**config.mk**
```make
export PLATFORM = sky130hd
export DESIGN_NAME = virtual_spi_priority_injector
export DESIGN_NICKNAME = d
export VERILOG_FILES = /design/src/hdl/vspi_pkg.sv /design/src/hdl/virtual_spi_priority_injector.sv /design/src/hdl/vspi_cfg.sv /design/src/hdl/vspi_ctrl.sv /design/src/hdl/vspi_dp.sv
export SDC_FILE = /design/constraint.sdc
export NUM_CORES = 1
export LEC_CHECK = 0
export BUFFER_PORTS_ARGS = -buffer_cell sky130_fd_sc_hd__buf_2
export CAP_MARGIN = 0
export CORE_MARGIN = 5
export CORE_UTILIZATION = 30
export DETAILED_ROUTE_END_ITERATION = 12
export PLACE_DENSITY = 0.51
export SLEW_MARGIN = 10
export SYNTH_ARGS = -nofsm -noshare
export SYNTH_HDL_FRONTEND = slang
export SYNTH_SLANG_ARGS = --single-unit
```
**constraint.sdc**
```tcl
create_clock -name clk -period 3.8 [get_ports clk]
set_clock_uncertainty 0.1 [all_clocks]
set_input_delay 0.19 -clock clk [delete_from_list [all_inputs] [get_ports clk]]
set_output_delay 0.19 -clock clk [all_outputs]
set_load 0.05 [all_outputs]
```
**src/hdl/vspi_pkg.sv**
```systemverilog
// Package for the virtual shared-interrupt priority injector: codes, widths, command structs
`timescale 1ns / 1ps
package vspi_pkg;

  localparam int NUM_ENTRIES_DEF   = 32;
  localparam int PRIORITY_BITS_DEF = 8;

  localparam int MODE_W   = 2;
  localparam int INDEX_W  = 5;
  localparam int VALUE_W  = 8;
  localparam int MASK_W   = 8;
  localparam int BASE_W   = 10;
  localparam int ID_W     = 11;
  localparam int STATUS_W = 3;
  localparam int IN_W     = 24;
  localparam int OUT_W    = 16;
  localparam int ADDR_W   = 3;
  localparam int DATA_W   = 32;

  localparam logic [MODE_W-1:0] MODE_WR_PRIO    = 2'd0;
  localparam logic [MODE_W-1:0] MODE_WR_PENDING = 2'd1;
  localparam logic [MODE_W-1:0] MODE_WR_ENABLE  = 2'd2;
  localparam logic [MODE_W-1:0] MODE_UPDATE     = 2'd3;

  localparam logic [STATUS_W-1:0] ST_NONE      = 3'd0;
  localparam logic [STATUS_W-1:0] ST_INJECTED  = 3'd1;
  localparam logic [STATUS_W-1:0] ST_FORWARDED = 3'd2;
  localparam logic [STATUS_W-1:0] ST_BUSY      = 3'd3;
  localparam logic [STATUS_W-1:0] ST_FAILED    = 3'd4;

  localparam logic [0:0] REG_INJECT_LIMIT = 1'b0;
  localparam logic [0:0] REG_BASE_ID      = 1'b1;

  localparam logic [MASK_W-1:0] MASK_RESET = 8'd255;
  localparam logic [BASE_W-1:0] BASE_RESET = 10'd32;

  typedef struct packed {
    logic write;
    logic load;
    logic scan_step;
    logic emit;
  } vspi_cmd_t;

  typedef struct packed {
    logic is_update;
    logic needs_select;
    logic scan_last;
    logic out_free;
  } vspi_stat_t;

endpackage

```
**src/hdl/virtual_spi_priority_injector.sv**
```systemverilog
// Items are taken only while idle. A write item gives no result. An update that selects
// scans the entries and then emits its result; any other update goes straight to emit.
// Emit waits until the result register is free, and no new item is taken until the update
// has emitted. The scan compares one entry per cycle; write items one per cycle while idle.
// Reset: synchronous; clears pending, enable, priorities and the asserting flag,
// loads mask 255 and base id 32, and empties the result register.
`timescale 1ns / 1ps
module virtual_spi_priority_injector #(
  parameter int NUM_ENTRIES   = vspi_pkg::NUM_ENTRIES_DEF,
  parameter int PRIORITY_BITS = vspi_pkg::PRIORITY_BITS_DEF
) (
  input  logic                          clk,
  input  logic                          rst,
  input  logic                          s_axis_tvalid,
  output logic                          s_axis_tready,
  // entry_index[4:0], write_value[12:5], from_primary[13], list_reg_empty[14],
  // inject_ok[15], event_busy[16], send_ok[17], zero[23:18]
  input  logic [vspi_pkg::IN_W-1:0]     s_axis_tdata,
  // mode[1:0]
  input  logic [vspi_pkg::MODE_W-1:0]   s_axis_tuser,
  output logic                          m_axis_tvalid,
  input  logic                          m_axis_tready,
  // interrupt_id[10:0], zero[15:11]
  output logic [vspi_pkg::OUT_W-1:0]    m_axis_tdata,
  // status[2:0]
  output logic [vspi_pkg::STATUS_W-1:0] m_axis_tuser,
  input  logic                          psel,
  input  logic                          penable,
  input  logic                          pwrite,
  input  logic [vspi_pkg::ADDR_W-1:0]   paddr,
  input  logic [vspi_pkg::DATA_W-1:0]   pwdata,
  output logic [vspi_pkg::DATA_W-1:0]   prdata,
  output logic                          pready
);
  import vspi_pkg::*;

  logic [MASK_W-1:0] inject_limit;
  logic [BASE_W-1:0] base_interrupt_id;
  vspi_cmd_t         cmd;
  vspi_stat_t        stat;

  vspi_cfg u_cfg (
    .clk               (clk),
    .rst               (rst),
    .psel              (psel),
    .penable           (penable),
    .pwrite            (pwrite),
    .paddr             (paddr),
    .pwdata            (pwdata),
    .prdata            (prdata),
    .pready            (pready),
    .inject_limit      (inject_limit),
    .base_interrupt_id (base_interrupt_id)
  );

  vspi_ctrl u_ctrl (
    .clk           (clk),
    .rst           (rst),
    .s_axis_tvalid (s_axis_tvalid),
    .s_axis_tready (s_axis_tready),
    .stat          (stat),
    .cmd           (cmd)
  );

  vspi_dp #(
    .NUM_ENTRIES   (NUM_ENTRIES),
    .PRIORITY_BITS (PRIORITY_BITS)
  ) u_dp (
    .clk               (clk),
    .rst               (rst),
    .s_axis_tdata      (s_axis_tdata),
    .s_axis_tuser      (s_axis_tuser),
    .m_axis_tvalid     (m_axis_tvalid),
    .m_axis_tready     (m_axis_tready),
    .m_axis_tdata      (m_axis_tdata),
    .m_axis_tuser      (m_axis_tuser),
    .inject_limit      (inject_limit),
    .base_interrupt_id (base_interrupt_id),
    .cmd               (cmd),
    .stat              (stat)
  );

  a_update_blocks: assert property (@(posedge clk) disable iff (rst)
    (s_axis_tvalid && s_axis_tready && (s_axis_tuser == MODE_UPDATE)) |=> !s_axis_tready)
    else $error("input still ready after an update transaction");

  a_status_range: assert property (@(posedge clk) disable iff (rst)
    m_axis_tvalid |-> (m_axis_tuser <= ST_FAILED))
    else $error("result status out of range");

  a_no_id_without_pick: assert property (@(posedge clk) disable iff (rst)
    (m_axis_tvalid && ((m_axis_tuser == ST_NONE) || (m_axis_tuser == ST_BUSY) ||
                       (m_axis_tuser == ST_FORWARDED))) |-> (m_axis_tdata == '0))
    else $error("interrupt id set on a result without a selected entry");

  a_injected_id: assert property (@(posedge clk) disable iff (rst)
    (m_axis_tvalid && (m_axis_tuser == ST_INJECTED)) |-> (m_axis_tdata != '0) ||
      (base_interrupt_id == '0))
    else $error("injected result carries a zero id with a non-zero base");

endmodule

```
**src/hdl/vspi_cfg.sv**
```systemverilog
// Configuration registers behind the APB-style port
`timescale 1ns / 1ps
module vspi_cfg (
  input  logic                          clk,
  input  logic                          rst,
  input  logic                          psel,
  input  logic                          penable,
  input  logic                          pwrite,
  input  logic [vspi_pkg::ADDR_W-1:0]   paddr,
  input  logic [vspi_pkg::DATA_W-1:0]   pwdata,
  output logic [vspi_pkg::DATA_W-1:0]   prdata,
  output logic                          pready,
  output logic [vspi_pkg::MASK_W-1:0]   inject_limit,
  output logic [vspi_pkg::BASE_W-1:0]   base_interrupt_id
);
  import vspi_pkg::*;

  logic wr_en;

  assign pready = 1'b1;
  assign wr_en  = psel && penable && pwrite && pready;

  always_ff @(posedge clk) begin
    if (rst) begin
      inject_limit      <= MASK_RESET;
      base_interrupt_id <= BASE_RESET;
    end else if (wr_en) begin
      if (paddr[2] == REG_INJECT_LIMIT) begin
        inject_limit <= pwdata[MASK_W-1:0];
      end else begin
        base_interrupt_id <= pwdata[BASE_W-1:0];
      end
    end
  end

  always_comb begin
    if (paddr[2] == REG_BASE_ID) begin
      prdata = {{(DATA_W-BASE_W){1'b0}}, base_interrupt_id};
    end else begin
      prdata = {{(DATA_W-MASK_W){1'b0}}, inject_limit};
    end
  end

endmodule

```
**src/hdl/vspi_ctrl.sv**
```systemverilog
// Controller state machine: accept, scan sequencing and result hand-off
`timescale 1ns / 1ps
module vspi_ctrl (
  input  logic                 clk,
  input  logic                 rst,
  input  logic                 s_axis_tvalid,
  output logic                 s_axis_tready,
  input  vspi_pkg::vspi_stat_t stat,
  output vspi_pkg::vspi_cmd_t  cmd
);
  import vspi_pkg::*;

  localparam logic [1:0] S_IDLE = 2'd0;
  localparam logic [1:0] S_SCAN = 2'd1;
  localparam logic [1:0] S_EMIT = 2'd2;

  logic [1:0] state;
  logic [1:0] state_next;
  logic       accept;

  assign s_axis_tready = (state == S_IDLE);
  assign accept        = s_axis_tvalid && s_axis_tready;

  always_comb begin
    state_next    = state;
    cmd.write     = 1'b0;
    cmd.load      = 1'b0;
    cmd.scan_step = 1'b0;
    cmd.emit      = 1'b0;
    case (state)
      S_IDLE: begin
        if (accept) begin
          if (stat.is_update) begin
            cmd.load   = 1'b1;
            state_next = stat.needs_select ? S_SCAN : S_EMIT;
          end else begin
            cmd.write = 1'b1;
          end
        end
      end
      S_SCAN: begin
        cmd.scan_step = 1'b1;
        if (stat.scan_last) begin
          state_next = S_EMIT;
        end
      end
      S_EMIT: begin
        if (stat.out_free) begin
          cmd.emit   = 1'b1;
          state_next = S_IDLE;
        end
      end
      default: begin
        state_next = S_IDLE;
      end
    endcase
  end

  always_ff @(posedge clk) begin
    if (rst) begin
      state <= S_IDLE;
    end else begin
      state <= state_next;
    end
  end

endmodule

```
**src/hdl/vspi_dp.sv**
```systemverilog
// Datapath: entry tables, priority scan, decision and result register
`timescale 1ns / 1ps
module vspi_dp #(
  parameter int NUM_ENTRIES   = vspi_pkg::NUM_ENTRIES_DEF,
  parameter int PRIORITY_BITS = vspi_pkg::PRIORITY_BITS_DEF
) (
  input  logic                            clk,
  input  logic                            rst,
  input  logic [vspi_pkg::IN_W-1:0]       s_axis_tdata,
  input  logic [vspi_pkg::MODE_W-1:0]     s_axis_tuser,
  output logic                            m_axis_tvalid,
  input  logic                            m_axis_tready,
  output logic [vspi_pkg::OUT_W-1:0]      m_axis_tdata,
  output logic [vspi_pkg::STATUS_W-1:0]   m_axis_tuser,
  input  logic [vspi_pkg::MASK_W-1:0]     inject_limit,
  input  logic [vspi_pkg::BASE_W-1:0]     base_interrupt_id,
  input  vspi_pkg::vspi_cmd_t             cmd,
  output vspi_pkg::vspi_stat_t            stat
);
  import vspi_pkg::*;

  localparam int CW = (NUM_ENTRIES > 1) ? $clog2(NUM_ENTRIES) : 1;

  logic [INDEX_W-1:0]       in_index;
  logic [VALUE_W-1:0]       in_value;
  logic                     in_primary;
  logic                     in_lr_empty;
  logic                     index_ok;
  logic [CW-1:0]            wr_sel;

  logic [NUM_ENTRIES-1:0]   pending_bits;
  logic [NUM_ENTRIES-1:0]   enable_bits;
  logic [PRIORITY_BITS-1:0] priority_table [NUM_ENTRIES];
  logic                     asserting_flag;

  logic                     it_select;
  logic                     it_inject_ok;
  logic                     it_event_busy;
  logic                     it_send_ok;

  logic [CW-1:0]            cnt;
  logic [MASK_W-1:0]        best;
  logic [CW-1:0]            pick;
  logic                     found;
  logic [MASK_W-1:0]        cur_prio;
  logic                     cur_cand;

  logic [STATUS_W-1:0]      res_status;
  logic [ID_W-1:0]          res_id;
  logic                     clear_pick;
  logic                     set_flag;

  assign in_index    = s_axis_tdata[4:0];
  assign in_value    = s_axis_tdata[12:5];
  assign in_primary  = s_axis_tdata[13];
  assign in_lr_empty = s_axis_tdata[14];
  assign index_ok    = (32'(in_index) < NUM_ENTRIES);
  assign wr_sel      = in_index[CW-1:0];

  assign stat.is_update    = (s_axis_tuser == MODE_UPDATE);
  assign stat.needs_select = asserting_flag ? (in_lr_empty && in_primary) : in_primary;
  assign stat.scan_last    = (cnt == '0);
  assign stat.out_free     = !m_axis_tvalid || m_axis_tready;

  assign cur_prio = MASK_W'(priority_table[cnt]);
  assign cur_cand = pending_bits[cnt] && enable_bits[cnt];

  always_comb begin
    res_status = ST_NONE;
    res_id     = '0;
    clear_pick = 1'b0;
    set_flag   = 1'b0;
    if (it_select) begin
      if (found) begin
        res_id = ID_W'(base_interrupt_id) + ID_W'(pick);
        if (it_inject_ok) begin
          res_status = ST_INJECTED;
          clear_pick = 1'b1;
        end else begin
          res_status = ST_FAILED;
        end
      end
    end else if (!asserting_flag) begin
      if (it_event_busy) begin
        res_status = ST_BUSY;
      end else if (it_send_ok) begin
        res_status = ST_FORWARDED;
        set_flag   = 1'b1;
      end else begin
        res_status = ST_FAILED;
      end
    end
  end

  // entry state and flag
  always_ff @(posedge clk) begin
    if (rst) begin
      pending_bits   <= '0;
      enable_bits    <= '0;
      asserting_flag <= 1'b0;
      for (int i = 0; i < NUM_ENTRIES; i++) begin
        priority_table[i] <= '0;
      end
    end else begin
      if (cmd.write && index_ok) begin
        case (s_axis_tuser)
          MODE_WR_PRIO:    priority_table[wr_sel] <= in_value[PRIORITY_BITS-1:0];
          MODE_WR_PENDING: pending_bits[wr_sel]   <= in_value[0];
          MODE_WR_ENABLE:  enable_bits[wr_sel]    <= in_value[0];
          default: begin
          end
        endcase
      end
      if (cmd.emit && clear_pick) begin
        pending_bits[pick] <= 1'b0;
      end
      if (cmd.emit && set_flag) begin
        asserting_flag <= 1'b1;
      end
    end
  end

  // latched item and scan registers
  always_ff @(posedge clk) begin
    if (cmd.load) begin
      it_select     <= stat.needs_select;
      it_inject_ok  <= s_axis_tdata[15];
      it_event_busy <= s_axis_tdata[16];
      it_send_ok    <= s_axis_tdata[17];
      cnt           <= CW'(NUM_ENTRIES - 1);
      best          <= inject_limit;
      pick          <= '0;
      found         <= 1'b0;
    end else if (cmd.scan_step) begin
      if (!stat.scan_last) begin
        cnt <= cnt - 1'b1;
      end
      if (cur_cand && (cur_prio < best)) begin
        best  <= cur_prio;
        pick  <= cnt;
        found <= 1'b1;
      end
    end
  end

  // result register
  always_ff @(posedge clk) begin
    if (rst) begin
      m_axis_tvalid <= 1'b0;
    end else if (cmd.emit) begin
      m_axis_tvalid <= 1'b1;
    end else if (m_axis_tready) begin
      m_axis_tvalid <= 1'b0;
    end
  end

  always_ff @(posedge clk) begin
    if (cmd.emit) begin
      m_axis_tdata <= {{(OUT_W-ID_W){1'b0}}, res_id};
      m_axis_tuser <= res_status;
    end
  end

endmodule

```
---- Word level (Yosys, flattened, before mapping) ----
Memory sizes are Yosys's and may differ from the RTL's. A register that Yosys moved wholly into a read port is not among the register bits.
Index checks and enable logic that the tools add are counted.
word-level totals
  register bits after elaboration ......... 123
  bits in latches ......................... 0
  memory bits (writable) .................. 256
  memory bits (read-only) ................. 0
  output and inout bits ................... 54
  word-level logic and storage cells ...... 124
  memories ................................ 1
memories
  name                 words  width  rd ports  clocked after Yosys merged registers in  wr ports  RTL line       RTL
  u_dp.priority_table  32     8      1         1                                        32        vspi_dp.sv:33  logic [PRIORITY_BITS-1:0] priority_table [NUM_ENTRIES];
operators by class
  add/subtract/negate cells ............... 2
  $mul .................................... 0
  divide/modulo/power cells ............... 0
  order comparisons ....................... 6
  equality and inequality tests ........... 9
  shift-type cells ........................ 0
  multiplexer cells ....................... 58
  bitwise gates (word level) .............. 4
  reduce and logical (&&, ||, !) cells .... 27
operator list
  kind                  number
  $mux W32              4
  $bwmux W32            2
  $and A32 B32 Y32      1
  $mux W8               4
  $not A32 Y32          1
  $mux W1               26
  $lt A5 B6 Y1 const B  3
  $mux W3               6
  $mux W5               3
  $mux W2               7
  $reduce_and A2 Y1     7
  $add A10 B5 Y11       1
  $bmux W1 S5           2
  $demux W1 S5          2
  $ge A5 B1 Y1 const B  2
  $logic_and A1 B1 Y1   10
  $mux W10              1
  $lt A8 B8 Y1          1
  $ne A2 B2 Y1 const B  4
  $reduce_or A8 Y1      1
  $eq A2 B2 Y1 const B  3
  $pmux W2 S3           1
  $reduce_bool A2 Y1    3
  $logic_not A5 Y1      1
  other kinds (7)       10

---- Depth between registers and ports, before layout ----
Gate-level depths: netlist of run 1.
  depth in word-level cells ............... 10
  gate-level depth with buffers ........... 14
  depth with buffers taken out ............ 11

---- Cells and area by module ----
Synthesis of run 1 repeated with hierarchy kept, for this count alone.
unflattened totals
  cells, all modules ...................... 1,507
  area, all modules ....................... 18,491.5 um2
by module, submodules not included
  module     times used  cells each  area each (um2)
  vspi_dp    1           1,377       17,305.3
  vspi_cfg   1           115         1,061.0
  vspi_ctrl  1           15          125.1

---- Worst setup path before layout of run 1 ----
OpenSTA, ideal clock, no wires.
  kind .................................... reg-to-reg
  start ................................... register with a tool-made name
  end ..................................... register u_dp.best[0] (enable)
  setup time .............................. 0.329 ns
  arrival ................................. 3.242 ns
  required time ........................... 3.371 ns
  setup slack ............................. 0.129 ns
  cell stages (with the launch flop) ...... 14
  path buffers ............................ 2
  path through ............................ dfxtp_1 buf_6 buf_6 mux4_1 mux4_2 mux2_4 ha_1 a21oi_1 nor2b_1 o21ai_0 nand2_1 a41oi_1 o311ai_4 nand2_1
RTL lines
  element               RTL line        RTL
  end signal, assigned  vspi_dp.sv:131  best <= inject_limit;
  end signal, assigned  vspi_dp.sv:139  best <= cur_prio;
  end, declared         vspi_dp.sv:42   logic [MASK_W-1:0] best;

==> results of run 1 <==
-- timing repair --
| item | CTS | global route |
|---|---|---|
| endpoints found under the hold margin | 27 | 0 |
| pin swaps | 0 | 7 |
| cloned | 1 | 0 |
| endpoints found under the setup margin | 8 | 9 |
| resized for setup | 7 | 14 |
| hold buffers | 15 | 0 |
| setup buffers | 5 | 1 |
-- cell families after synthesis --
| group | Yosys count |
|---|---|
| other cells | 2 |
| flops | 384 |
| compound gates | 202 |
| simple gates | 638 |
| buf+inv | 167 |
| fa+ha+maj | 14 |
| mux | 108 |
| xor+xnor | 8 |
-- power groups by stage --
stage	sequential, mW	combinational [mW]	clock (mW)
2_1_floorplan	4.76	1.25	0
3_3_place_gp	4.86	1.81	0
3_5_place_dp	4.86	1.82	0
4_1_cts	4.76	1.94	4.19
5_1_grt	4.78	2.10	4.35
6_report	4.76	1.97	4.11
-- worst min-delay path by stage --
stage                         endpoint  slack [ns]  cells after the start
finish                  u_dp.it_select        0.08                      3
global route            u_dp.it_select        0.06                      3
CTS                     u_dp.it_select        0.05                      3
detailed placement   u_dp.it_inject_ok        0.27                      1
global placement     u_dp.it_inject_ok        0.27                      1
floorplan           u_dp.it_event_busy        0.19                      0
-- per-layer routing --
layer  track usage (%)  up-vias
met4              4.91        0
met2              25.6      392
met1              20.8     6230
li1                  -     5779
met3              2.37       90
met5                 0        -
-- worst max-delay path, delay by kind of cell (launching register included) --
kind | cells | cell delay [ns]
flip-flops | 1 | 0.40
AND/OR/NAND/NOR | 4 | 0.62
AO/OA/AOI/OAI | 1 | 0.12
adder cells (fa/ha/maj) | 1 | 0.21
buffers and inverters | 5 | 0.61
multiplexers | 3 | 1.41
-- sequential cells by signal, summed over array words and instances (netlist names), named ones only --
name	count
u_dp.pending_bits	32
u_dp.asserting_flag	1
u_dp.best	8
u_cfg.inject_limit	8
u_ctrl.state	2
u_dp.pick	5
u_dp.enable_bits	32
u_dp.it_event_busy	1
u_dp.m_axis_tdata	11
u_dp.m_axis_tuser	3
u_dp.it_send_ok	1
u_dp.found	1
u_dp.priority_table	256
u_cfg.base_interrupt_id	10
u_dp.it_select	1
u_dp.m_axis_tvalid	1
u_dp.it_inject_ok	1
u_dp.cnt	5
-- cell usage in the layout, fill, tap and decap left out, types with 19 or more instances in the layout --
cell type                   count
sky130_fd_sc_hd__buf_2         62
sky130_fd_sc_hd__and2_1       180
sky130_fd_sc_hd__mux4_1        23
sky130_fd_sc_hd__conb_1        28
sky130_fd_sc_hd__mux2i_1       23
sky130_fd_sc_hd__clkbuf_16     45
sky130_fd_sc_hd__o21ai_0       29
sky130_fd_sc_hd__nor2b_1       22
sky130_fd_sc_hd__dfxtp_1      100
sky130_fd_sc_hd__and3_1        86
sky130_fd_sc_hd__nor3_1        39
sky130_fd_sc_hd__mux4_2        47
sky130_fd_sc_hd__a21oi_1       59
sky130_fd_sc_hd__inv_1         20
sky130_fd_sc_hd__buf_4         79
sky130_fd_sc_hd__nand2_1      111
sky130_fd_sc_hd__a2111oi_0     19
sky130_fd_sc_hd__nor2_1        91
sky130_fd_sc_hd__a31oi_1       23
sky130_fd_sc_hd__or2_1         20
sky130_fd_sc_hd__edfxtp_1     282
sky130_fd_sc_hd__nand4_1       25
sky130_fd_sc_hd__nand3_1       34
-- final cells by class --
class	count	area share (%)
tap	790	4.57
inverter	21	0.365
clock inverter	24	0.944
sequential	384	48.7
clock buffer	52	5.38
multi-input combinational	998	33.8
timing repair buffer	172	6.29
==> results by stage, run 1 <==
Worst setup path:
- The most critical setup path has its endpoint at u_dp.best[7].
- Data on the critical path arrives at its endpoint at 3.94 ns.
- For the worst setup path, the data required time is 3.98 ns.
- The slowest cell on the critical path is sky130_fd_sc_hd__mux4_1.
- The highest cell delay on the worst timing path is 0.59 ns.
- In this run the register-to-register setup slack is 0.04 ns.
- Counting stages on the worst path, the most repeated cell is sky130_fd_sc_hd__buf_12.
- The capturing element type of the critical path is a flop.
- The number of cells on the worst reg-to-reg path is 14.
- The startpoint type of the worst setup path is a flop.
- The setup path with the least slack is of type reg2reg.
- Walking the worst path, the cells encountered are buf_6, buf_12, buf_12, buf_12, mux4_1, mux4_2, mux2_4, ha_1, nand2_1, nand3b_1, nor4_4, o311ai_4, nand2_2, buf_12.
- The end of the worst register-to-register path is u_dp.best[7].
- The critical-path maximum fanout is 8.

Synthesis:
- The commonest cells after synthesis are 282 x sky130_fd_sc_hd__edfxtp_1, 180 x sky130_fd_sc_hd__and2_1, 112 x sky130_fd_sc_hd__nand2_1.
- The proportion of netlist area held by the largest area contributor is 45.8%.
- The synthesized netlist devotes 0.379% of its cell area to XOR and XNOR gates.
- The synthesized netlist devotes 18.6% of its cell area to simple gates.
- The fraction of synthesis flops using an asynchronous set or reset pin is 0%.
- The post-synthesis area per instance is 12.1 sq um.
- The synthesized netlist devotes 7.19% of its cell area to compound gates.
- The cell area that synthesis handed to floorplanning was 18500 sq um.
- In the post-synthesis netlist, the biggest area contributors are sky130_fd_sc_hd__edfxtp_1 46%, sky130_fd_sc_hd__dfxtp_1 11%, sky130_fd_sc_hd__and2_1 6.1%, sky130_fd_sc_hd__mux4_2 5.1%, sky130_fd_sc_hd__mux4_1 4.0%.
- Of the total synthesized cell area, the portion taken by full adders, half adders and majority gates is 0.989%.
- The number of register bits inferred by synthesis is 384.
- The number of different library cells used by synthesis comes to 63.
- The portion of synthesized area spent on multiplexers is 11.4%.
- In this run, synthesis inferred 282 flip-flops with an integrated enable.
- The share of the yosys chip area belonging to registers is 56.9%.
- The number of instances in the synthesized netlist is 1523.
- Among all flip-flop cells after synthesis, the most frequent one is sky130_fd_sc_hd__edfxtp_1.
- During synthesis, Yosys emitted a total of 0 warnings.
- The top cell type by total area after synthesis is sky130_fd_sc_hd__edfxtp_1.
- The most used standard cell by instance count after synthesis is sky130_fd_sc_hd__edfxtp_1.
- After synthesis, the largest family of logic cells by area is simple AND/OR/NAND/NOR gates.

Place:
- In this run, placement finished with an instance count of 2343.
- The worst slack at placement is -0.0527 ns.
- The routability congestion estimate from global placement is 0.840.
- The post-placement cell area is 19900 sq um.
- During placement, the flow inserted port buffers numbering 63.
- The HPWL reported at the end of detailed placement is 35800 microns.

Die:
- The floorplan step defined a die boundary enclosing 66600 sq um.
- The vertical die dimension is 258 microns.
- The number of rows created at floorplan is 91.
- The initial core utilization is 30.1%.
- The area of the core is 61400 sq um.
- From left edge to right edge, the die measures 258 microns.
- 122 I/O pins were placed.

Clock network:
- Clock-pin slew was measured on the worst setup and hold paths at 0.06 ns.
- TritonCTS created 43 clock buffers.
- TritonCTS built the clock tree.
- The clock drives 384 sinks.
- The clock root buffer is sky130_fd_sc_hd__clkbuf_16.
- The clock latency reported for the late side of the worst-skew pair is 0.57 ns.
- The maximum root-to-sink buffer count is 3.
- The H-tree was split into 2 levels.

Worst hold path:
- The source of the worst hold timing path is s_axis_tdata[13].
- The classification of the worst-slack hold path is in2reg.

Power:
- The clock power share is 37.9%.
- The analysis attributes to net switching a power of 2.92 mW.
- The share of power burned in combinational logic is 18.2%.
- The total power after layout is 10.8 mW.
- The analysis attributes to cell leakage a power of 8.32 nW.
- The highest ir drop seen on vdd is 0.306 mV.
- The total internal power is 7.93 mW.
- The share of total power dissipated in sequential elements is 43.9%.
- The switching power share of the total is 26.9%.
- In this run the power density over the cells is 502 nW/um^2.

Routing:
- The violation count after the first detailed-route iteration is 1143.
- Routed signal wires occupy layers up through met4.
- The routed wire length is 52500 microns.
- Dividing the detail-routed wire length by the instance count gives 21.5 microns.
- Summing over every cut layer, the via total after detailed routing is 12500.
- The DRC violations left is 0.
- After detailed routing, the number of vias per cell comes to 5.12.
- The wire length on met1 is 23000 microns.
- For this run, the detailed router's first-pass iteration total came to 5.
- The remaining antenna violation count is 0.
- Detailed routing placed a total of 2890 microns of wire on met3.
- The length of routed met2 wiring is 25200 microns.

STA:
- In the final timing run, aggregate negative setup slack is 0 ns.
- After layout, the worst path uses 98.9% of the clock period.
- The total count of max-transition violations in the final report is 0.
- The number of hold-slack violations in the final timing report is 0.
- Timing would allow up to 266 MHz.
- The measured slew at the worst slew-check pin is 1.02 ns.
- The worst pin sits at a relative slew slack of 31.4%.
- Hold timing on the final database bottoms out at a slack of 0.0796 ns.
- Counting I/O delays and the setup requirement, the final critical path takes 3.76 ns.
- The worst setup margin is 0.0432 ns.
- The total setup violations reported at the end of the flow is 0.

Global route:
- Entering global routing, the biggest net connects 91 pins.
- After global routing the overflow that remains totals 0.
- The number of global-route vias before repair is 12600.
- The global-route wire length before repair is 79700 microns.
- The initial antenna violation count is 0.
- Global routing consumed, over all layers together, 15.4% of the routing resources.

Finish:
- At the end of the flow, the number of nets in the layout was 1702.
- Fill cells in the final layout number 5949.
- The post-route cell area is 21600 sq um.
- Cells with a size suffix above 1 make up 18.4% of the layout.
- The multi-input combinational cells in the finished layout cover a total of 7300 sq um.
- Summing all flip-flop and latch instances after layout gives 10500 sq um.
- Compared with the post-synthesis result, the final layout area differs by 17.0%.
- 0 antenna diodes ended up in the layout.
- The final standard cell count with taps included and fillers excluded is 2441.
- Measured on the finished design, the core utilization comes to 35.2%.

Outcome:
- The run finished with clean final reports.

Run:
- Across the run, the number of max-cap violations was 0.
Note: power is estimated with default switching activity, not from simulation.
==> run 2: changes to the inputs <==
--- a/config.mk
+++ b/config.mk
@@ -8,9 +8,9 @@
 export BUFFER_PORTS_ARGS = -buffer_cell sky130_fd_sc_hd__buf_2
 export CAP_MARGIN = 0
 export CORE_MARGIN = 5
-export CORE_UTILIZATION = 30
+export CORE_UTILIZATION = 55
 export DETAILED_ROUTE_END_ITERATION = 12
-export PLACE_DENSITY = 0.51
+export PLACE_DENSITY = 0.8
 export SLEW_MARGIN = 10
 export SYNTH_ARGS = -nofsm -noshare
 export SYNTH_HDL_FRONTEND = slang
==> run 2 against run 1 <==
  * Register-to-register slack hardly changed
  * Die area is 44% lower
  * Cell area fell by 3.5%
  * Largest cell class unchanged
  * Non-clock buffer count down 9
  * Flip-flop and latch count is the same
  * Highest routed layer is now met5
  * Global-route usage grew 9.7 points
  * Fmax is 0.21% lower
  * Sequential power is essentially flat
  * Utilization up 27 points
  * Clock power is 11% lower
  * Worst hold slack worse by 0.033 ns
  * Count of clock-buffer cells in the layout unchanged
==> results by stage, run 2 (same netlist as run 1, synthesis figures left out) <==
Outcome:
- The flow ran to the end, and the final reports show no timing, DRC or antenna violations.

Routing:
- The DRC violations left came to 0 (unchanged).
- The number of vias after detailed routing is 13100 (+4.7%).
- The remaining antenna violation count is 0 (unchanged).
- The violation count after the first detailed-route iteration came to 1502 (+31%).
- The first-pass iteration count of the detailed router is 6 (+1).
- The post-detailed-route via-to-cell ratio is 6.27 (+23%).
- The routed wire length is 48100 microns (-8.3%).
- The detail-routed net length per standard cell is 23.1 microns (+7.3%).

STA:
- The worst max-slew margin expressed relative to the limit is 3.94% (-27 points).
- The measured slew at the worst slew-check pin was 1.43 ns (+0.405 ns).
- The minimum clock period was 3.76 ns (+0.00800 ns).
- The top achievable clock speed is 266 MHz (-0.21%).
- The worst hold slack is 0.0461 ns (-0.0334 ns).
- The total setup violations reported at the end of the flow is 0 (unchanged).
- The final period utilization was 99.1% (+0.21 points).
- The total count of max-transition violations in the final report was 0 (unchanged).
- The worst setup margin is 0.0352 ns (-0.00800 ns).
- The number of hold-slack violations in the final timing report is 0 (unchanged).

Finish:
- The share of cells above drive strength 1 came to 17.2% (-1.2 points).
- The total area of multi-input combinational cells is 7280 sq um (-0.22%).
- Leaving out fill and tap cells, the most frequent cells in the layout are 282 x sky130_fd_sc_hd__edfxtp_1, 180 x sky130_fd_sc_hd__and2_1, 111 x sky130_fd_sc_hd__nand2_1.
- The net count reported at finish is 1689 (-0.76%).
- Ranked by flip-flop count, first place goes to u_dp.priority_table.
- The most common library cell in the layout ignoring fill and taps is sky130_fd_sc_hd__edfxtp_1.
- The area used by sequential logic in the layout is 10500 sq um (about the same).
- The number of flip-flops in the largest register was 256 (unchanged).
- In the final layout, the registers with the most flip-flops are u_dp.priority_table x256, u_dp.enable_bits x32, u_dp.pending_bits x32.
- The number of fill cells in the layout is 2449 (-59%).
- The final standard cell count with taps included and fillers excluded is 2085 (-15%).
- The area growth from synthesis to layout is 12.9%.

Worst setup path:
- The critical-path maximum fanout was 8 (unchanged).
- The setup path with the least slack is of type reg2reg.
- The worst-case register-to-register setup slack came to 0.04 ns (about the same).
- The highest cell delay on the worst timing path was 0.60 ns (about the same).
- The startpoint type of the worst setup path is a flop.
- The worst reg-to-reg path cell count is 13 (-1).
- The slowest cell on the critical path is sky130_fd_sc_hd__mux4_1.
- The capturing element type of the critical path is a flop.
- The required time at the endpoint of the critical path is 3.94 ns (-0.04 ns).
- The end of the worst register-to-register path is u_dp.best[6].
- The cell repeated most along the worst path is sky130_fd_sc_hd__buf_4.
- The arrival time reported for the critical path endpoint is 3.91 ns (-0.03 ns).
- The critical path goes through clkbuf_16, buf_4, buf_4, mux4_1, mux4_2, mux2_4, ha_1, o21ai_1, nand2_1, a41oi_2, buf_4, o311ai_4, nand2_4.

Power:
- The highest ir drop seen on vdd is 0.423 mV (+38%).
- The areal power density over the cells was 492 nW/um^2 (-1.9%).
- The leakage power figure was 8.17 nW (-1.8%).
- The total power after layout is 10.3 mW (-5.4%).

Clock network:
- The number of sinks driven by the clock tree came to 384 (unchanged).
- CTS placed an instance of sky130_fd_sc_hd__clkbuf_16 at the clock tree root.
- The count of H-tree levels built during CTS is 2 (unchanged).
- The clock latency reported for the late side of the worst-skew pair came to 0.54 ns (-0.03 ns).
- The clock input transition at the sequential cells of the worst setup and hold paths is 0.06 ns (about the same).
- The CTS tree is yes.
- The TritonCTS buffer count was 39 (-9.3%).
- The maximum root-to-sink buffer count was 3 (unchanged).

Global route:
- The number of global-route vias before repair was 12900 (+2.4%).
- The global-route wire length before repair is 74700 microns (-6.2%).
- The maximum number of pins on one net before global-route repair is 91 (unchanged).
- The global-route total usage across every layer is 25.1% (+9.7 points).
- The initial antenna violation count was 2 (+2).
- The residual overflow from global routing is 0 (unchanged).

Die:
- The horizontal die dimension came to 193 microns (-25%).
- The initial core utilization is 55.4% (+25 points).
- The area enclosed by the die boundary is 37400 sq um (-44%).
- The number of ports placed on the die boundary came to 122 (unchanged).
- The area of the core is 33400 sq um (-46%).
- The vertical die dimension came to 193 microns (-25%).
- The number of rows created at floorplan is 67 (-26%).

Worst hold path:
- The classification of the worst-slack hold path is in2reg.
- The source of the worst hold timing path is s_axis_tdata[13].
- The hold path depth is 2 (-1).
- For hold timing, the worst endpoint is u_dp.it_select.

Place:
- The worst slack at placement is -0.0815 ns (-0.0289 ns).
- The routability congestion estimate from global placement is 0.931 (+11%).
- The placed cell count was 1985 (-15%).
- The number of I/O port buffers was 63 (unchanged).
- The HPWL reported at the end of detailed placement is 31400 microns (-12%).

Run:
- The number of max-cap violations came to 0 (unchanged).
-- run 2: through the flow --
| step | area, sq um | utilization, % | TNS [ns] |
|---|---|---|---|
| after detailed placement | 19300 | 58.0 | -0.651 |
| after global routing | 20900 | 62.5 | -0.462 |
| final | 20900 | 62.5 | 0 |
| after floorplan | 18600 | - | 0 |
| after CTS | 20700 | 62.0 | 0 |
| after global placement | 19300 | 58.0 | 0 |
-- run 2: worst max-delay path by stage --
stage	from	to	slack [ns]	cells after the start
floorplan	flop	u_dp.best[0]	0.13	13
global placement	flop	u_dp.best[4]	0.01	13
detailed placement	flop	u_dp.best[4]	-0.08	13
CTS	flop	u_dp.best[0]	0.02	13
global route	flop	u_dp.best[6]	-0.05	14
finish	flop	u_dp.best[6]	0.04	13
-- run 2: metal layers --
layer	global-route usage [%]	share of wire (%)
met1	34.1	38
met5	0	0.037
met2	39.9	47
met3	5.29	10
met4	9.94	4.2
-- run 2: worst max-delay path: cells and delay by family, from the launching register on --
kind	cells	cell delay, ns
buffers and inverters	4	0.56
and+or+nand+nor	2	0.26
muxes	3	1.41
DFF	1	0.46
adders and majority gates	1	0.29
AOI/OAI and AO/OA	3	0.37
-- run 2: final cells by class --
type	instances	area share, %
Tap cell	448	2.69
Inverter	21	0.378
Timing Repair Buffer	163	5.87
Antenna cell	1	0.0120
Clock buffer	52	5.12
Sequential cell	384	50.4
Multi-Input combinational cell	998	34.9
Clock inverter	18	0.588
-- run 2: what timing repair did --
item | 4_1_cts | 5_1_grt
endpoints found under the hold margin | 22 | 0
gates cloned | 0 | 1
resized for setup | 2 | 12
pin swaps | 0 | 1
setup endpoints to repair | 8 | 13
hold buffers | 14 | 0
setup buffers | 0 | 14
-- run 2: power by group --
part	leakage, nW	total (mW)	internal, mW	switching [mW]
clock	0.582	3.64	2.05	1.60
combinational	3.85	1.87	0.857	1.01
sequential	3.74	4.76	4.63	0.126
==> run 3: changes to the inputs <==
--- a/config.mk
+++ b/config.mk
@@ -5,11 +5,14 @@
 export SDC_FILE = /design/constraint.sdc
 export NUM_CORES = 1
 export LEC_CHECK = 0
-export BUFFER_PORTS_ARGS = -buffer_cell sky130_fd_sc_hd__buf_2
 export CAP_MARGIN = 0
+export CELL_PAD_IN_SITES_DETAIL_PLACEMENT = 0
+export CELL_PAD_IN_SITES_GLOBAL_PLACEMENT = 2
+export CORE_ASPECT_RATIO = 0.7
 export CORE_MARGIN = 5
-export CORE_UTILIZATION = 55
+export CORE_UTILIZATION = 40
 export DETAILED_ROUTE_END_ITERATION = 12
+export DONT_BUFFER_PORTS = 1
 export PLACE_DENSITY = 0.8
 export SLEW_MARGIN = 10
 export SYNTH_ARGS = -nofsm -noshare
==> run 3 against run 2 <==
  * Register-to-register slack got worse by 0.03 ns
  * Sequential power about the same
  * Critical path type unchanged
  * First-iteration DRC count down 2.0%
  * Critical endpoint unchanged
  * Combinational power up 7%
  * Die area increased by 36%
==> results by stage, run 3 (same netlist as run 1, synthesis figures left out) <==
Outcome:
- The flow ran to the end, and the final reports show no timing, DRC or antenna violations.

Power:
- The areal power density over the cells is 508 nW/um^2 (+3.2%).
- The leakage power figure is 8.18 nW (+0.11%).
- The highest ir drop seen on vdd was 0.355 mV (-16%).
- The total power after layout came to 10.9 mW (+6.3%).

Die:
- The area of the core is 45400 sq um (+36%).
- The initial core utilization is 40.7% (-15 points).
- The number of rows created at floorplan was 65 (-3.0%).
- The horizontal die dimension is 267 microns (+38%).
- The vertical die dimension is 190 microns (-1.8%).
- The number of ports placed on the die boundary was 122 (unchanged).
- The area enclosed by the die boundary is 50600 sq um (+36%).

STA:
- The worst max-slew margin expressed relative to the limit was 19.5% (+16 points).
- The final period utilization is 99.9% (+0.86 points).
- The measured slew at the worst slew-check pin is 1.20 ns (-0.227 ns).
- The total count of max-transition violations in the final report is 0 (unchanged).
- Setup repair after global routing could not meet its margin everywhere.
- The number of hold-slack violations in the final timing report came to 0 (unchanged).
- The minimum clock period is 3.80 ns (+0.0325 ns).
- The total setup violations reported at the end of the flow was 0 (unchanged).
- The top achievable clock speed is 263 MHz (-0.86%).
- The worst setup margin is 0.00270 ns (-0.0325 ns).

Worst setup path:
- The worst-case register-to-register setup slack is 0.003 ns (-0.03 ns).
- The arrival time reported for the critical path endpoint was 3.95 ns (+0.04 ns).
- The critical-path maximum fanout was 8 (unchanged).
- By instance count, the cell type seen most on the critical path is sky130_fd_sc_hd__buf_12.
- The capturing element type of the critical path is a flop.
- The slowest stage of the critical path belongs to the cell sky130_fd_sc_hd__mux4_2.
- The signal on the critical path passes through buf_12, buf_16, buf_4, mux4_1, mux4_2, mux2_4, ha_1, o21ai_0, nand2b_1, a21oi_2, o311ai_4, nand2_2, buf_12.
- The start-to-end type of the worst setup path is reg2reg.
- The worst reg-to-reg path cell count is 13 (unchanged).
- The highest cell delay on the worst timing path is 0.61 ns (about the same).
- In this run the critical register-to-register path is captured at u_dp.best[6].
- The worst setup path is launched from a flop.
- The required time at the endpoint of the critical path was 3.95 ns (about the same).

Finish:
- The library cell used most frequently in the layout, excluding fill and tap cells, is sky130_fd_sc_hd__edfxtp_1.
- The number of fill cells in the layout is 4023 (+64%).
- The total area of multi-input combinational cells was 7310 sq um (+0.29%).
- The register ranked first by flip-flop count is u_dp.priority_table.
- The area used by sequential logic in the layout is 10500 sq um (about the same).
- The largest registers in the layout are u_dp.priority_table x256, u_dp.enable_bits x32, u_dp.pending_bits x32.
- Leaving out fill and tap cells, the most frequent cells in the layout are 282 x sky130_fd_sc_hd__edfxtp_1, 180 x sky130_fd_sc_hd__and2_1, 111 x sky130_fd_sc_hd__nand2_1.
- The share of cells above drive strength 1 was 14.0% (-3.3 points).
- The post-synthesis to final-layout area growth is 16.3%.
- The post-route cell area is 21500 sq um (+3.0%).
- The net count reported at finish came to 1663 (-1.5%).
- The core utilization of the finished layout is 47.3% (-15 points).
- The number of flip-flops in the largest register is 256 (unchanged).

Global route:
- The met2 usage in global routing was 30.5% (-9.4 points).
- The maximum number of pins on one net before global-route repair is 91 (unchanged).
- The number of global-route vias before repair is 12200 (-5.2%).
- The met1 track demand over resource is 31.8% (-2.3 points).
- The global-route total usage across every layer is 20.9% (-4.2 points).
- The global-route wire length before repair is 80300 microns (+7.5%).
- The met3 demand-to-capacity share in global routing is 5.03% (-0.26 points).
- The layer flagged by global routing as most heavily used is met1.
- The residual overflow from global routing is 0 (unchanged).
- The initial antenna violation count was 1 (-1).

Routing:
- The number of vias after detailed routing is 12700 (-2.6%).
- The remaining antenna violation count is 0 (unchanged).
- The violation count after the first detailed-route iteration is 1472 (-2.0%).
- The routed wire length is 54100 microns (+12%).
- The DRC violations left is 0 (unchanged).
- The first-pass iteration count of the detailed router is 5 (-1).
- The post-detailed-route via-to-cell ratio is 5.74 (-8.4%).
- The detail-routed net length per standard cell is 24.4 microns (+5.7%).

Worst hold path:
- The terminating pin of the worst hold path is u_dp.enable_bits[24].
- The source of the worst hold timing path is s_axis_tdata[0].
- The classification of the worst-slack hold path is in2reg.
- The hold path depth came to 4 (+2).

Place:
- The routability congestion estimate from global placement is 0.846 (-9.1%).
- The number of I/O port buffers is 0 (-100%).
- The worst slack at placement is -0.133 ns (-0.0510 ns).
- The HPWL reported at the end of detailed placement is 35400 microns (+12%).
- The post-placement cell area is 19200 sq um (-0.99%).

Clock network:
- The clock input transition at the sequential cells of the worst setup and hold paths was 0.06 ns (about the same).
- The clock latency reported for the late side of the worst-skew pair came to 0.54 ns (about the same).
- The tree is rooted in a sky130_fd_sc_hd__clkbuf_16.
- The number of sinks driven by the clock tree was 384 (unchanged).
- TritonCTS built the clock tree.
- The TritonCTS buffer count is 39 (unchanged).
- The count of H-tree levels built during CTS is 2 (unchanged).
- The maximum root-to-sink buffer count is 3 (unchanged).

Run:
- The number of max-cap violations is 0 (unchanged).
run 3: per-stage QoR:
step	setup TNS [ns]	cells	hold slack (ns)
final	0	2217	0.0206
after floorplan	0	1549	0.189
after detailed placement	-1.06	2066	0.179
after global placement	-0.775	2066	0.175
after global routing	-0.604	2214	0.0250
after CTS	0	2208	0.00477
run 3: cell type report:
cell class              instances  area share (%)
well taps                     603            3.51
clock inverters                19            1.25
clock buffers                  52            5.06
diodes                          3          0.0349
flip-flops and latches        384            49.0
repair buffers                137            6.80
inverters                      21           0.367
multi-input cells             998            34.0
run 3: where the power goes:
group	total [mW]	switching, mW	internal (mW)
registers	4.76	0.126	4.63
clock network	4.14	1.65	2.49
logic	2.01	1.07	0.943
run 3: how the worst max path moves through the flow:
stage | cells after the start | startpoint | slack (ns) | to
finish | 13 | flop | 0.003 | u_dp.best[6]
global route | 15 | flop | -0.07 | u_dp.best[7]
CTS | 14 | flop | 0.0003 | u_dp.best[6]
detailed placement | 14 | flop | -0.13 | u_dp.best[7]
global placement | 14 | flop | -0.1 | u_dp.best[4]
floorplan | 13 | flop | 0.13 | u_dp.best[0]
run 3: repair_timing:
action	in CTS	in global routing
cloned	1	0
hold endpoints to repair	362	0
pin swaps	1	5
hold buffers	62	0
resized for setup	15	13
endpoints found under the setup margin	9	12
setup buffers	8	6
run 3: critical path, delay by kind of cell, from the launching register on:
| family | cells | cell delay (ns) |
|---|---|---|
| muxes | 3 | 1.52 |
| adders and majority gates | 1 | 0.27 |
| buffers and inverters | 4 | 0.50 |
| and+or+nand+nor | 2 | 0.20 |
| DFF | 1 | 0.37 |
| AOI/OAI and AO/OA | 3 | 0.52 |
run 3: per-layer routing:
| layer | up-vias | share of wire, % | wire (microns) |
|---|---|---|---|
| met1 | 6392 | 46 | 24800 |
| li1 | 5710 | - | - |
| met2 | 559 | 43 | 23400 |
| met4 | 0 | 1.9 | 1020 |
| met3 | 72 | 8.9 | 4830 |
| met5 | - | 0 | 0 |
